===== config.mk =====
export PLATFORM = sky130hd
export DESIGN_NAME = wildcard_byte_pattern_scanner
export DESIGN_NICKNAME = d
export VERILOG_FILES = /design/src/rtl/wbps_pkg.sv /design/src/rtl/wildcard_byte_pattern_scanner.sv /design/src/rtl/wbps_fifo.sv /design/src/rtl/wbps_cfg.sv /design/src/rtl/wbps_front.sv /design/src/rtl/wbps_back.sv
export SDC_FILE = /design/constraint.sdc
export NUM_CORES = 2
export LEC_CHECK = 0
export ABC_CLOCK_PERIOD_IN_PS = 14800
export BUFFER_PORTS_ARGS = -buffer_cell sky130_fd_sc_hd__buf_2
export CAP_MARGIN = 20
export CELL_PAD_IN_SITES_DETAIL_PLACEMENT = 0
export CELL_PAD_IN_SITES_GLOBAL_PLACEMENT = 2
export CORE_ASPECT_RATIO = 0.6
export CORE_UTILIZATION = 35
export DETAILED_ROUTE_END_ITERATION = 6
export PLACE_DENSITY = 0.79
export REMOVE_ABC_BUFFERS = 1
export SLEW_MARGIN = 20
export SYNTH_ARGS = -nofsm -noshare
export SYNTH_HDL_FRONTEND = slang
export SYNTH_SLANG_ARGS = --single-unit

===== constraint.sdc =====
create_clock -name clk -period 14.8 [get_ports clk]
set_clock_uncertainty 0.2 [all_clocks]
set_input_delay 2.96 -clock clk [delete_from_list [all_inputs] [get_ports clk]]
set_output_delay 2.96 -clock clk [all_outputs]
set_load 0.1 [all_outputs]

===== src/rtl/wbps_pkg.sv =====
// ----------------------------------------------------------------------------
// wbps_pkg
// Shared types and constants of the wildcard byte pattern scanner.
// ----------------------------------------------------------------------------
package wbps_pkg;

  // Defaults for the top-level parameters.
  localparam int DEFAULT_MAX_PATTERN_BYTES = 32;
  localparam int DEFAULT_ADDRESS_BITS      = 48;

  // Pattern storage: four 64-bit words of eight bytes each.
  localparam int PATTERN_WORDS        = 4;
  localparam int PATTERN_WORD_BITS    = 64;
  localparam int PATTERN_BYTES_STORED = PATTERN_WORDS * 8;
  localparam int PATTERN_INDEX_BITS   = $clog2(PATTERN_BYTES_STORED);
  localparam int PATTERN_LENGTH_BITS  = 6;

  // A pattern byte of this value matches any data byte.
  localparam logic [7:0] WILDCARD = 8'h00;

  // Configuration port.
  localparam int CFG_DATA_BITS  = 64;
  localparam int CFG_INDEX_BITS = 3;

  localparam logic [CFG_INDEX_BITS-1:0] REG_PATTERN_WORD_0 = 3'd0;
  localparam logic [CFG_INDEX_BITS-1:0] REG_PATTERN_WORD_1 = 3'd1;
  localparam logic [CFG_INDEX_BITS-1:0] REG_PATTERN_WORD_2 = 3'd2;
  localparam logic [CFG_INDEX_BITS-1:0] REG_PATTERN_WORD_3 = 3'd3;
  localparam logic [CFG_INDEX_BITS-1:0] REG_PATTERN_LENGTH = 3'd4;
  localparam logic [CFG_INDEX_BITS-1:0] REG_FIND_ALL       = 3'd5;
  localparam logic [CFG_INDEX_BITS-1:0] REG_STOP_COUNT     = 3'd6;

  // Match counter.
  localparam int               COUNT_BITS = 16;
  localparam logic [COUNT_BITS-1:0] COUNT_MAX  = 16'hFFFF;

  // Reset values of the registers that are not all zero.
  localparam logic [PATTERN_LENGTH_BITS-1:0] PATTERN_LENGTH_RESET = 6'd1;
  localparam logic [COUNT_BITS-1:0]          STOP_COUNT_RESET     = 16'd1;

  // Depth of the event queue and the result queue.
  localparam int QUEUE_DEPTH = 2;

  // Per-byte event handed from the front end to the match controller.
  typedef struct packed {
    logic hit;
    logic region_first;
    logic scan_begin;
  } evt_flags_t;

  // Mode settings used by the match controller.
  typedef struct packed {
    logic                  find_all;
    logic [COUNT_BITS-1:0] stop_count;
  } back_cfg_t;

endpackage


===== src/rtl/wildcard_byte_pattern_scanner.sv =====
// ----------------------------------------------------------------------------
// wildcard_byte_pattern_scanner
// Streams memory bytes through a window and reports wildcard pattern matches.
// ----------------------------------------------------------------------------
//
//   channel  | ports                                         | transfer when
//   ---------+-----------------------------------------------+----------------
//   input    | in_data_byte, in_byte_address, in_region_first, in_scan_begin
//            |                                               | in_push & !in_full
//   result   | out_match_address, out_match_number           | out_pop & !out_empty
//   config   | cfg_index, cfg_data                           | cfg_wr_en
//
// One byte is accepted every cycle while in_full is low. The front end
// shifts it into the window and compares all slots in parallel in the accept
// cycle; the match controller handles one event per cycle while the result
// queue has room, and each result is registered in the result queue first.
// Synchronous reset restores the register defaults and empties both queues.
// A stalled result side fills the result queue, then the event queue, and
// only then raises in_full.
// ----------------------------------------------------------------------------
module wildcard_byte_pattern_scanner #(
  parameter int MAX_PATTERN_BYTES = wbps_pkg::DEFAULT_MAX_PATTERN_BYTES,
  parameter int ADDRESS_BITS      = wbps_pkg::DEFAULT_ADDRESS_BITS
) (
  input  logic                                clk,
  input  logic                                rst_n,
  input  logic                                in_push,
  output logic                                in_full,
  input  logic [7:0]                          in_data_byte,
  input  logic [ADDRESS_BITS-1:0]             in_byte_address,
  input  logic                                in_region_first,
  input  logic                                in_scan_begin,
  output logic                                out_empty,
  input  logic                                out_pop,
  output logic [ADDRESS_BITS-1:0]             out_match_address,
  output logic [wbps_pkg::COUNT_BITS-1:0]     out_match_number,
  input  logic                                cfg_wr_en,
  input  logic [wbps_pkg::CFG_INDEX_BITS-1:0] cfg_index,
  input  logic [wbps_pkg::CFG_DATA_BITS-1:0]  cfg_data
);

  localparam int FILL_W = $clog2(MAX_PATTERN_BYTES + 1);
  localparam int FLAG_W = $bits(wbps_pkg::evt_flags_t);
  localparam int EVT_W  = FLAG_W + ADDRESS_BITS;
  localparam int RES_W  = ADDRESS_BITS + wbps_pkg::COUNT_BITS;

  wbps_pkg::back_cfg_t             back_cfg;
  logic [MAX_PATTERN_BYTES*8-1:0]  aligned_pattern;
  logic [FILL_W-1:0]               used_len;
  logic [FILL_W-1:0]               len_m1;
  logic                            in_accept;
  wbps_pkg::evt_flags_t            front_flags;
  logic [ADDRESS_BITS-1:0]         front_address;
  logic [EVT_W-1:0]                evt_dout;
  logic                            evt_empty;
  logic                            evt_take;
  wbps_pkg::evt_flags_t            back_flags;
  logic [ADDRESS_BITS-1:0]         back_address;
  logic                            res_full;
  logic                            res_push;
  logic [ADDRESS_BITS-1:0]         res_address;
  logic [wbps_pkg::COUNT_BITS-1:0] res_number;
  logic [RES_W-1:0]                res_dout;

  assign in_accept = in_push && !in_full;

  // Configuration registers.
  wbps_cfg #(
    .MAX_PATTERN_BYTES (MAX_PATTERN_BYTES),
    .FILL_W            (FILL_W)
  ) u_cfg (
    .clk             (clk),
    .rst_n           (rst_n),
    .cfg_wr_en       (cfg_wr_en),
    .cfg_index       (cfg_index),
    .cfg_data        (cfg_data),
    .back_cfg        (back_cfg),
    .aligned_pattern (aligned_pattern),
    .used_len        (used_len),
    .len_m1          (len_m1)
  );

  // Front end: window and compare.
  wbps_front #(
    .MAX_PATTERN_BYTES (MAX_PATTERN_BYTES),
    .ADDRESS_BITS      (ADDRESS_BITS),
    .FILL_W            (FILL_W)
  ) u_front (
    .clk             (clk),
    .rst_n           (rst_n),
    .accept          (in_accept),
    .data_byte       (in_data_byte),
    .byte_address    (in_byte_address),
    .region_first    (in_region_first),
    .scan_begin      (in_scan_begin),
    .aligned_pattern (aligned_pattern),
    .used_len        (used_len),
    .len_m1          (len_m1),
    .evt_flags       (front_flags),
    .evt_address     (front_address)
  );

  // Event queue between front end and match controller.
  wbps_fifo #(
    .WIDTH (EVT_W),
    .DEPTH (wbps_pkg::QUEUE_DEPTH)
  ) u_evt_fifo (
    .clk   (clk),
    .rst_n (rst_n),
    .push  (in_accept),
    .din   ({front_flags, front_address}),
    .full  (in_full),
    .pop   (evt_take),
    .dout  (evt_dout),
    .empty (evt_empty)
  );

  assign back_flags   = wbps_pkg::evt_flags_t'(evt_dout[EVT_W-1 -: FLAG_W]);
  assign back_address = evt_dout[ADDRESS_BITS-1:0];

  // Match controller.
  wbps_back #(
    .ADDRESS_BITS (ADDRESS_BITS)
  ) u_back (
    .clk         (clk),
    .rst_n       (rst_n),
    .back_cfg    (back_cfg),
    .evt_valid   (!evt_empty),
    .evt_flags   (back_flags),
    .evt_address (back_address),
    .res_full    (res_full),
    .evt_take    (evt_take),
    .res_push    (res_push),
    .res_address (res_address),
    .res_number  (res_number)
  );

  // Result queue toward the output.
  wbps_fifo #(
    .WIDTH (RES_W),
    .DEPTH (wbps_pkg::QUEUE_DEPTH)
  ) u_res_fifo (
    .clk   (clk),
    .rst_n (rst_n),
    .push  (res_push),
    .din   ({res_address, res_number}),
    .full  (res_full),
    .pop   (out_pop),
    .dout  (res_dout),
    .empty (out_empty)
  );

  assign out_match_address = res_dout[RES_W-1 -: ADDRESS_BITS];
  assign out_match_number  = res_dout[wbps_pkg::COUNT_BITS-1:0];

endmodule


===== src/rtl/wbps_fifo.sv =====
// ----------------------------------------------------------------------------
// wbps_fifo
// Small register-based FIFO with full and empty flags.
// ----------------------------------------------------------------------------
module wbps_fifo #(
  parameter int WIDTH = 8,
  parameter int DEPTH = wbps_pkg::QUEUE_DEPTH
) (
  input  logic             clk,
  input  logic             rst_n,
  input  logic             push,
  input  logic [WIDTH-1:0] din,
  output logic             full,
  input  logic             pop,
  output logic [WIDTH-1:0] dout,
  output logic             empty
);

  localparam int PTR_W = (DEPTH > 1) ? $clog2(DEPTH) : 1;
  localparam int CNT_W = $clog2(DEPTH + 1);
  localparam logic [PTR_W-1:0] LAST_PTR = PTR_W'(DEPTH - 1);
  localparam logic [CNT_W-1:0] FULL_CNT = CNT_W'(DEPTH);

  logic [WIDTH-1:0] mem_r [DEPTH];
  logic [PTR_W-1:0] wr_ptr_r, wr_ptr_nxt;
  logic [PTR_W-1:0] rd_ptr_r, rd_ptr_nxt;
  logic [CNT_W-1:0] count_r, count_nxt;
  logic             do_push;
  logic             do_pop;

  assign full    = (count_r == FULL_CNT);
  assign empty   = (count_r == '0);
  assign do_push = push && !full;
  assign do_pop  = pop && !empty;
  assign dout    = mem_r[rd_ptr_r];

  // Pointer and occupancy updates.
  always_comb begin
    wr_ptr_nxt = wr_ptr_r;
    rd_ptr_nxt = rd_ptr_r;
    count_nxt  = count_r;
    if (do_push) begin
      wr_ptr_nxt = (wr_ptr_r == LAST_PTR) ? '0 : wr_ptr_r + 1'b1;
    end
    if (do_pop) begin
      rd_ptr_nxt = (rd_ptr_r == LAST_PTR) ? '0 : rd_ptr_r + 1'b1;
    end
    if (do_push && !do_pop) begin
      count_nxt = count_r + 1'b1;
    end else if (do_pop && !do_push) begin
      count_nxt = count_r - 1'b1;
    end
  end

  always_ff @(posedge clk) begin
    if (!rst_n) begin
      wr_ptr_r <= '0;
      rd_ptr_r <= '0;
      count_r  <= '0;
    end else begin
      wr_ptr_r <= wr_ptr_nxt;
      rd_ptr_r <= rd_ptr_nxt;
      count_r  <= count_nxt;
    end
  end

  // Storage needs no reset.
  always_ff @(posedge clk) begin
    if (do_push) begin
      mem_r[wr_ptr_r] <= din;
    end
  end

endmodule


===== src/rtl/wbps_cfg.sv =====
// ----------------------------------------------------------------------------
// wbps_cfg
// Configuration registers and the pattern aligned to the byte window.
// ----------------------------------------------------------------------------
module wbps_cfg #(
  parameter int MAX_PATTERN_BYTES = wbps_pkg::DEFAULT_MAX_PATTERN_BYTES,
  parameter int FILL_W            = $clog2(MAX_PATTERN_BYTES + 1)
) (
  input  logic                                   clk,
  input  logic                                   rst_n,
  input  logic                                   cfg_wr_en,
  input  logic [wbps_pkg::CFG_INDEX_BITS-1:0]    cfg_index,
  input  logic [wbps_pkg::CFG_DATA_BITS-1:0]     cfg_data,
  output wbps_pkg::back_cfg_t                    back_cfg,
  output logic [MAX_PATTERN_BYTES*8-1:0]         aligned_pattern,
  output logic [FILL_W-1:0]                      used_len,
  output logic [FILL_W-1:0]                      len_m1
);

  localparam int MAXB   = MAX_PATTERN_BYTES;
  localparam int STORED = wbps_pkg::PATTERN_BYTES_STORED;
  localparam int WORD_W = wbps_pkg::PATTERN_WORD_BITS;
  localparam int LEN_W  = wbps_pkg::PATTERN_LENGTH_BITS;

  logic [WORD_W-1:0]              pat_r   [wbps_pkg::PATTERN_WORDS];
  logic [WORD_W-1:0]              pat_nxt [wbps_pkg::PATTERN_WORDS];
  logic [LEN_W-1:0]               len_r, len_nxt;
  logic                           fa_r, fa_nxt;
  logic [wbps_pkg::COUNT_BITS-1:0] sc_r, sc_nxt;
  logic [MAXB*8-1:0]              ali_r, ali_nxt;
  logic [FILL_W-1:0]              used_r, used_nxt;
  logic [STORED*8-1:0]            pat_flat_nxt;

  // Register writes.
  always_comb begin
    pat_nxt = pat_r;
    len_nxt = len_r;
    fa_nxt  = fa_r;
    sc_nxt  = sc_r;
    if (cfg_wr_en) begin
      unique case (cfg_index)
        wbps_pkg::REG_PATTERN_WORD_0: pat_nxt[0] = cfg_data;
        wbps_pkg::REG_PATTERN_WORD_1: pat_nxt[1] = cfg_data;
        wbps_pkg::REG_PATTERN_WORD_2: pat_nxt[2] = cfg_data;
        wbps_pkg::REG_PATTERN_WORD_3: pat_nxt[3] = cfg_data;
        wbps_pkg::REG_PATTERN_LENGTH: len_nxt = cfg_data[LEN_W-1:0];
        wbps_pkg::REG_FIND_ALL:       fa_nxt  = cfg_data[0];
        wbps_pkg::REG_STOP_COUNT:     sc_nxt  = cfg_data[wbps_pkg::COUNT_BITS-1:0];
        default: ;
      endcase
    end
  end

  // Effective length: zero acts as one, anything too long as the window size.
  always_comb begin
    if (len_nxt == '0) begin
      used_nxt = FILL_W'(1);
    end else if (int'(len_nxt) > MAXB) begin
      used_nxt = FILL_W'(MAXB);
    end else begin
      used_nxt = FILL_W'(len_nxt);
    end
  end

  // Align the pattern so that window slot i (newest first) faces pattern
  // byte used-1-i. Slots beyond the length, and bytes without a register,
  // become wildcards. This is computed from the next register values so the
  // aligned copy is ready in the same cycle as the registers themselves.
  always_comb begin
    int               k;
    logic [wbps_pkg::PATTERN_INDEX_BITS-1:0] kk;
    for (int w = 0; w < wbps_pkg::PATTERN_WORDS; w++) begin
      pat_flat_nxt[w*WORD_W +: WORD_W] = pat_nxt[w];
    end
    for (int i = 0; i < MAXB; i++) begin
      ali_nxt[i*8 +: 8] = wbps_pkg::WILDCARD;
      k  = int'(used_nxt) - 1 - i;
      kk = k[wbps_pkg::PATTERN_INDEX_BITS-1:0];
      if (k >= 0 && k < STORED) begin
        ali_nxt[i*8 +: 8] = pat_flat_nxt[kk*8 +: 8];
      end
    end
  end

  always_ff @(posedge clk) begin
    if (!rst_n) begin
      for (int w = 0; w < wbps_pkg::PATTERN_WORDS; w++) begin
        pat_r[w] <= '0;
      end
      len_r  <= wbps_pkg::PATTERN_LENGTH_RESET;
      fa_r   <= 1'b0;
      sc_r   <= wbps_pkg::STOP_COUNT_RESET;
      ali_r  <= '0;
      used_r <= FILL_W'(1);
    end else begin
      pat_r  <= pat_nxt;
      len_r  <= len_nxt;
      fa_r   <= fa_nxt;
      sc_r   <= sc_nxt;
      ali_r  <= ali_nxt;
      used_r <= used_nxt;
    end
  end

  assign back_cfg.find_all   = fa_r;
  assign back_cfg.stop_count = sc_r;
  assign aligned_pattern     = ali_r;
  assign used_len            = used_r;
  assign len_m1              = used_r - 1'b1;

endmodule


===== src/rtl/wbps_front.sv =====
// ----------------------------------------------------------------------------
// wbps_front
// Byte window, fill tracking and parallel wildcard compare for each byte.
// ----------------------------------------------------------------------------
module wbps_front #(
  parameter int MAX_PATTERN_BYTES = wbps_pkg::DEFAULT_MAX_PATTERN_BYTES,
  parameter int ADDRESS_BITS      = wbps_pkg::DEFAULT_ADDRESS_BITS,
  parameter int FILL_W            = $clog2(MAX_PATTERN_BYTES + 1)
) (
  input  logic                           clk,
  input  logic                           rst_n,
  input  logic                           accept,
  input  logic [7:0]                     data_byte,
  input  logic [ADDRESS_BITS-1:0]        byte_address,
  input  logic                           region_first,
  input  logic                           scan_begin,
  input  logic [MAX_PATTERN_BYTES*8-1:0] aligned_pattern,
  input  logic [FILL_W-1:0]              used_len,
  input  logic [FILL_W-1:0]              len_m1,
  output wbps_pkg::evt_flags_t           evt_flags,
  output logic [ADDRESS_BITS-1:0]        evt_address
);

  localparam int MAXB = MAX_PATTERN_BYTES;
  localparam logic [FILL_W-1:0] FILL_FULL = FILL_W'(MAXB);

  logic [7:0]        win_r   [MAXB];
  logic [7:0]        win_nxt [MAXB];
  logic [FILL_W-1:0] fill_r, fill_nxt, fill_base;
  logic [MAXB-1:0]   slot_ok;

  // The window restarts at every region start; it saturates when full.
  assign fill_base = (scan_begin || region_first) ? '0 : fill_r;
  assign fill_nxt  = (fill_base == FILL_FULL) ? FILL_FULL : fill_base + 1'b1;

  // Shift the new byte in at slot zero.
  always_comb begin
    win_nxt[0] = data_byte;
    for (int i = 1; i < MAXB; i++) begin
      win_nxt[i] = win_r[i-1];
    end
  end

  // Each slot compares against its aligned pattern byte.
  always_comb begin
    for (int i = 0; i < MAXB; i++) begin
      slot_ok[i] = (aligned_pattern[i*8 +: 8] == wbps_pkg::WILDCARD) ||
                   (aligned_pattern[i*8 +: 8] == win_nxt[i]);
    end
  end

  assign evt_flags.hit          = (&slot_ok) && (fill_nxt >= used_len);
  assign evt_flags.region_first = region_first;
  assign evt_flags.scan_begin   = scan_begin;
  assign evt_address            = byte_address - ADDRESS_BITS'(len_m1);

  always_ff @(posedge clk) begin
    if (!rst_n) begin
      fill_r <= '0;
    end else if (accept) begin
      fill_r <= fill_nxt;
    end
  end

  // Window bytes are only looked at below the fill level.
  always_ff @(posedge clk) begin
    if (accept) begin
      win_r <= win_nxt;
    end
  end

endmodule


===== src/rtl/wbps_back.sv =====
// ----------------------------------------------------------------------------
// wbps_back
// Match controller: region and scan bookkeeping, stop test and counting.
// ----------------------------------------------------------------------------
module wbps_back #(
  parameter int ADDRESS_BITS = wbps_pkg::DEFAULT_ADDRESS_BITS
) (
  input  logic                            clk,
  input  logic                            rst_n,
  input  wbps_pkg::back_cfg_t             back_cfg,
  input  logic                            evt_valid,
  input  wbps_pkg::evt_flags_t            evt_flags,
  input  logic [ADDRESS_BITS-1:0]         evt_address,
  input  logic                            res_full,
  output logic                            evt_take,
  output logic                            res_push,
  output logic [ADDRESS_BITS-1:0]         res_address,
  output logic [wbps_pkg::COUNT_BITS-1:0] res_number
);

  logic [wbps_pkg::COUNT_BITS-1:0] count_r, count_nxt;
  logic                            matched_r, matched_nxt;
  logic                            stopped_r, stopped_nxt;
  logic                            report;

  // One event is taken per cycle while the result queue has room.
  assign evt_take = evt_valid && !res_full;

  always_comb begin
    count_nxt   = count_r;
    matched_nxt = matched_r;
    stopped_nxt = stopped_r;
    report      = 1'b0;
    // Scan start clears everything; a plain region start runs the stop test.
    if (evt_flags.scan_begin) begin
      count_nxt   = '0;
      matched_nxt = 1'b0;
      stopped_nxt = 1'b0;
    end else if (evt_flags.region_first) begin
      if ((!back_cfg.find_all && matched_r) ||
          (back_cfg.find_all && (back_cfg.stop_count != '0) &&
           (count_r >= back_cfg.stop_count))) begin
        stopped_nxt = 1'b1;
      end
      matched_nxt = 1'b0;
    end
    // Report the hit unless stopped or a repeat in first-only mode.
    if (evt_flags.hit && !stopped_nxt && (back_cfg.find_all || !matched_nxt)) begin
      report      = 1'b1;
      matched_nxt = 1'b1;
      if (count_nxt != wbps_pkg::COUNT_MAX) begin
        count_nxt = count_nxt + 1'b1;
      end
    end
  end

  assign res_push    = evt_take && report;
  assign res_address = evt_address;
  assign res_number  = count_nxt;

  always_ff @(posedge clk) begin
    if (!rst_n) begin
      count_r   <= '0;
      matched_r <= 1'b0;
      stopped_r <= 1'b0;
    end else if (evt_take) begin
      count_r   <= count_nxt;
      matched_r <= matched_nxt;
      stopped_r <= stopped_nxt;
    end
  end

endmodule

* Word-level counts from Yosys, hierarchy flattened *
Memory sizes are Yosys's and may differ from the RTL's. A register that Yosys moved wholly into a read port is not among the register bits.
Cells that the tools add are included.

operators by class
  $lt $le $gt $ge = 67
  shift operators = 32
  multiplexer cells = 37
  equal/unequal tests = 42
  reductions and logical operators = 169
  add/sub/neg operators = 44

operators with widths
  operator                 number
  $shiftx A256 B9 Y8       32
  $ge A32 B1 Y1 const B    32
  $lt A32 B7 Y1 const B    32
  $sub A32 B6 Y32 const B  16
  $eq A8 B8 Y1             32
  $logic_not A8 Y1         32
  $mux W256                1
  $mux W64                 4
  $sub A32 B5 Y32 const B  8
  $sub A32 B4 Y32 const B  4
  $reduce_and A2 Y1        34
  $sub A32 B3 Y32 const B  2
  $logic_and A1 B1 Y1      49
  $mux W16                 3
  $sub A48 B6 Y48          1
  $mux W6                  6
  $logic_or A1 B1 Y1       35
  $reduce_and A32 Y1       1
  $sub A32 B2 Y32 const B  1
  $mux W1                  19
  $add A16 B1 Y16 const B  1
  $ge A16 B16 Y1           1
  $ne A16 B16 Y1 const B   1
  $reduce_bool A16 Y1      1
  19 further kinds         43

word-level totals
  output and inout port bits = 66
  register bits after elaboration = 821
  logic and storage cells = 474
  memories kept = 2
  RAM bits = 230

memory list
  memory            depth  width  rd ports  clocked after memory_dff  write ports  line             text
  u_res_fifo.mem_r  2      64     1         1                         1            wbps_fifo.sv:24  logic [WIDTH-1:0] mem_r [DEPTH];
  u_evt_fifo.mem_r  2      51     1         1                         1            wbps_fifo.sv:24

* Logic depth before layout (Yosys ltp) *
  depth after elaboration = 17
  gate-level depth with buffers = 32
  mapped depth without buffers = 22

* Hierarchy *
A second synthesis with hierarchy kept.

second synthesis, totals
  cells, all modules = 5904
  area total of the unflattened synthesis = 58989.1 sq um

by module, submodules not included
  module                         instances  area each (sq um)  cells an instance
  wbps_cfg                       1          35467.8            4259
  wbps_front                     1          12449.4            928
  wbps_fifo (u_res_fifo)         1          4870.9             224
  wbps_fifo (u_evt_fifo)         1          3901.2             184
  wbps_back                      1          2282.2             307
  wildcard_byte_pattern_scanner  1          17.5               2

* Least setup slack after synthesis *
Ideal clock, no wire load.

  path type = input to register
  start point = input cfg_index[0] (netlist bit)
  end point = register u_cfg.ali_r[79] (netlist: u_cfg.aligned_pattern[79])
  buffers on the path = 10
  cell stages on the path = 25
  arrival time = 15.386 ns
  path slack = -0.861 ns
  path through = nand4bb_4 -> buf_6 -> mux2i_4 -> a21bo_2 -> nand2_4 -> buf_4 -> buf_4 -> buf_4 -> ha_1 -> and3_1 -> inv_1 -> clkbuf_1 -> clkbuf_1 -> clkbuf_1 -> clkbuf_1 -> ha_1 -> clkbuf_1 -> o21ai_0 -> ha_1 -> or4b_2 -> nor4_1 -> o2111ai_1 -> or2_2 -> clkbuf_1 -> o22ai_1

on the way
  word-level cells in the longest chain between the ends = 11
  elaborated cells on any way between the ends = 23

RTL lines
  what                                                   line                                 text
  from (decl)                                            wildcard_byte_pattern_scanner.sv:38  input logic [wbps_pkg::CFG_INDEX_BITS-1:0] cfg_index,
  $eq A3 B3 Y1                                           wbps_cfg.sv:41                       unique case (cfg_index)
  $mux W6                                                wbps_cfg.sv:41
  $mux W6                                                wbps_cfg.sv:40                       if (cfg_wr_en) begin
  $gt A6 B6 Y1                                           wbps_cfg.sv:58                       end else if (int'(len_nxt) > MAXB) begin
  $mux W6                                                wbps_cfg.sv:58
  $mux W6                                                wbps_cfg.sv:56                       if (len_nxt == '0) begin
  $sub A6 B1 Y7                                          wbps_cfg.sv:77                       k = int'(used_nxt) - 1 - i;
  $sub A32 B5 Y32                                        wbps_cfg.sv:77
  $ge A32 B1 Y1 / $lt A32 B7 Y1 (equally long branches)  wbps_cfg.sv:79                       if (k >= 0 && k < STORED) begin
  $logic_and A1 B1 Y1                                    wbps_cfg.sv:79
  $reduce_and A2 Y1 (no source line)                     --
  to (signal assigned)                                   wbps_cfg.sv:100                      ali_r <= ali_nxt;
  to (decl)                                              wbps_cfg.sv:30                       logic [MAXB*8-1:0] ali_r, ali_nxt;

Several ways; a longest one is shown, not always the timed one.
A chain may end at the register's enable or synchronous reset.

* Worst setup path after layout *
  start point = input cfg_index[0] (netlist bit)
  end point = register u_cfg.ali_r[46] (netlist: u_cfg.aligned_pattern[46])

on the way
  word-level cells in the longest chain between the ends = 11
  elaborated cells on any way between the ends = 23

RTL lines
  what                                                   line
  $eq A3 B3 Y1                                           wbps_cfg.sv:41
  $mux W6                                                wbps_cfg.sv:41
  $mux W6                                                wbps_cfg.sv:40
  $gt A6 B6 Y1                                           wbps_cfg.sv:58
  $mux W6                                                wbps_cfg.sv:58
  $mux W6                                                wbps_cfg.sv:56
  $sub A6 B1 Y7                                          wbps_cfg.sv:77
  $sub A32 B4 Y32                                        wbps_cfg.sv:77
  $ge A32 B1 Y1 / $lt A32 B7 Y1 (equally long branches)  wbps_cfg.sv:79
  $logic_and A1 B1 Y1                                    wbps_cfg.sv:79
  $reduce_and A2 Y1 (no source line)                     --

Several ways; a longest one is shown, not always the timed one.

==> results.yml <==
power_and_ir_drop:
  max-vdd-ir-drop_v: 0.000104
  p_leak_uw: 0.0242
  powerDensity_nw_per_um2: 133
timing:
  finalCritPeriodShare_pct: 69.7
  slew_viol_final: 0
  rsz0062_at_grt: "no"
  clock.fmax_mhz: 97.0
  max_slew_margin_pct: 7.55
  tightest_slew_ns: 1.39
  timing.final.ws_setup_ns: 4.49
  hold_viol: 0
  setup_violations: 0
  period_needed_ns: 10.31
  whs_ns: 0.268
worst_setup_path:
  critPathKind: "in -> reg"
  worstPathMaxFanout: 48
  worstRegToRegCells: 19
  rrSetupSlack_ns: 6.84
  path_delay_family: "simple AND/OR/NAND/NOR gates"
  reg2reg_from: "u_cfg.len_r[3]$_SDFF_PN0_"
  cp_num_buf_inv: 3
  r2r_end: "u_cfg.aligned_pattern[46]$_SDFF_PN0_"
  crit_path_cell_trace: "buf_2, nand4bb_4, mux2i_4, a21bo_2, buf_4, nand2_8, ha_4, mux4_2, nor2_4, or2_2, inv_6, ha_1, ha_1, o21ai_0, ha_1, nor4bb_1, nand4_1, a2111oi_2, nand2_1, o22ai_1"
  start_kind: "input pin"
  cp-end-kind: "register"
  required_ns: 15.24
  cp_common_cell: "ha_1"
  critPathArrivalTime_ns: 10.75
  slowest_delay_ns: 0.86
  crit_slowest_cell: "a2111oi_2"
cts:
  cts_sinks: 1053
  cts_buffer_depth: 3
  clock_latency_ns: 0.77
  cts_hold_buf: 0
  cts_max_level: 3
  cts_tree: "built"
  cts_buffers: 101
  path_clk_slew_ns: 0.07
  postCtsSetupBuffers: 0
  root_buffer: "clkbuf_16"
  cts.repair.resized: 0
drt:
  drc: 2
  wirelength_um: 264000
  vias: 47869
  drtIter0Drc: 7127
  vias_per_cell: 6.08
  drt-pass1-iter-count: 7
  wl_per_cell_um: 33.6
  ant_nets: 0
min_path:
  min-delay-start: "u_front.win_nxt[220]$_DFFE_PP_"
  hold_class: "reg -> reg"
  min_path_cells: 0
  whs_endpoint: "u_front.win_nxt[212]$_DFFE_PP_"
logic_synthesis:
  ys_types: 95
  yosysSeqAreaShare_pct: 42.5
  syn_avg_cell_area_um2: 11.3
  yosys_warnings: 0
  synth_cells: 5403
  ys_ff_latch: 1053
  synth_flop_cell: "dfxtp_1"
  synthArstFlopShare_pct: 0
  syn_area_um2: 60800
  synth_edf_count: 478
  yosysTopAreaCell: "edfxtp_1"
  synth.top_cell.area_share_pct: 23.6
  netlist_top_cells_area: "edfxtp_1 24%, dfxtp_1 19%, mux2i_1 14%, mux4_2 6.7%, ha_1 6.0%"
final_layout:
  multiInputGateArea_um2: 33400
  final_cell_mix: "865 x mux2i_1, 573 x dfxtp_1, 478 x edfxtp_1"
  n_fill_cell: 16604
  seq_area_um2: 25900
  layout.nets: 5920
  area_growth_pct: 11.5
  final_common_cell: "mux2i_1"
  drive_gt1_share_pct: 16.4
die:
  dieHeight_um: 325
  start_util_pct: 35.3
  die-area_um2: 175000
  num_io_pins: 196
  die_x_um: 540
  rows: 118
  core_area_um2: 172000
grt:
  grt_pass1_vias: 43244
  track_usage_pct: 29.3
  antenna_found_initial: 35
  overflow: 0
  grt_pass1_wl_um: 360000
  grt_max_degree: 203
place:
  place.gp.congestion: 1.10
  dp_hpwl_um: 207000
  portBuffers: 195
  post-place-ws_ns: 4.01
outcome:
  status: "complete, but fails checks"
  violations: "DRC"
flow_run:
  cap_violations: 0
-- synthesized netlist by cell type (11+ instances only) --
master,number
o22ai_1,231
a21oi_1,123
or3_1,16
mux2_2,154
xor2_1,38
ha_1,292
xnor2_1,305
buf_1,36
mux2i_1,877
nor2_1,419
buf_2,106
a2111oi_0,15
nand3_1,143
mux4_2,180
nand4_1,98
and3_1,55
o211ai_1,17
nor3_1,50
edfxtp_1,478
buf_4,14
and2_1,54
nor4b_1,13
buf_6,13
a22oi_1,38
o21ai_0,188
clkbuf_1,153
dfxtp_1,575
nand2_1,214
nor4_1,110
a31oi_1,11
o21ai_1,14
nand2b_1,22
o221ai_1,31
inv_1,73
or2_2,13
a211oi_1,17
nor4bb_1,18
nand4b_1,28
or4_1,23
-- area by class of cell --
class / instances / area share [%]
timing repair buffer: 312 / 2.79
clock buffer: 140 / 4.22
multi-input combinational: 3949 / 49.3
inverter: 80 / 0.493
antenna: 5 / 0.0185
clock inverter: 51 / 0.759
tap: 2280 / 4.21
sequential: 1053 / 38.2
-- layer usage --
layer  routed length (um)  vias up  track usage, %
met4                 6450       14            6.67
met5                  130        -               0
li1                     -    20714               -
met2                96100     2541            36.3
met1               127000    24292            46.4
met3                34400      308            10.4
-- through the flow --
stage                     setup TNS, ns  instances  instance area, um^2  utilization, %  total power, uW
after floorplan                -1121.79       5082                59300               -             5500
after global placement                0       7674                64300            37.3             6290
after detailed placement              0       7674                64400            37.3             6300
after CTS                             0       7865                67700            39.3             8980
after global routing                  0       7865                67800            39.3             9280
final                                 0       7870                67800            39.3             9000
-- power breakdown --
group	switching (uW)	internal, uW
clock network	1250	1440
registers	209	3460
logic	1910	721
-- worst max path at each step --
stage / endpoint / slack, ns / depth (start not counted) / from
2_1_floorplan: u_cfg.aligned_pattern[78]$_SDFF_PN0_ / -12.87 / 12 / cfg_index[0]
3_3_place_gp: u_cfg.aligned_pattern[236]$_SDFF_PN0_ / 4.04 / 23 / cfg_index[0]
3_5_place_dp: u_cfg.aligned_pattern[46]$_SDFF_PN0_ / 4.01 / 20 / cfg_index[0]
4_1_cts: u_cfg.aligned_pattern[46]$_SDFF_PN0_ / 4.77 / 20 / cfg_index[0]
5_1_grt: u_cfg.aligned_pattern[186]$_SDFF_PN0_ / 4.17 / 20 / cfg_index[0]
6_report: u_cfg.aligned_pattern[46]$_SDFF_PN0_ / 4.49 / 20 / cfg_index[0]
-- state kept, by name (all words and copies together) (netlist names), named ones only --
register	cells
u_back.count_r	16
u_front.win_nxt	248
u_cfg.pat_r	256
u_cfg.used_len	6
u_back.matched_r	1
u_evt_fifo.count_r	2
u_evt_fifo.mem_r	102
u_back.stopped_r	1
u_cfg.len_r	6
u_res_fifo.wr_ptr_r	1
u_cfg.sc_r	16
u_res_fifo.rd_ptr_r	1
u_res_fifo.mem_r	128
u_evt_fifo.rd_ptr_r	1
u_front.fill_r	6
u_cfg.fa_r	1
u_res_fifo.count_r	2
u_evt_fifo.wr_ptr_r	1
u_cfg.aligned_pattern	256
-- worst reg2reg max path, stage by stage (launching register included) --
cell and delay [ns]:
dfxtp_1 0.36, nor3_1 0.27, mux2_4 0.24, a21bo_2 0.13, buf_4 0.61, nand2_8 0.33, ha_4 0.31, mux4_2 0.25
nor2_4 0.07, or2_2 0.57, inv_6 0.36, ha_1 0.64, ha_1 0.83, o21ai_0 0.34, ha_1 0.37, nor4bb_1 0.27
nand4_1 0.14, a2111oi_2 0.86, nand2_1 0.40, o22ai_1 0.28
-- logic make-up (layout without fill, tap and decap cells) --
family,count (synthesis),count (layout),synth area share [%]
simple gates,1315,1315,11.1
mux,1218,1218,24.2
flops,1053,1053,42.5
compound gates,768,768,7.99
buf+inv,403,583,2.96
xor+xnor,352,352,5.24
fa+ha+maj,293,293,6.04
other cells,1,8,0.00617
Note: power is estimated with default switching activity, not from simulation.
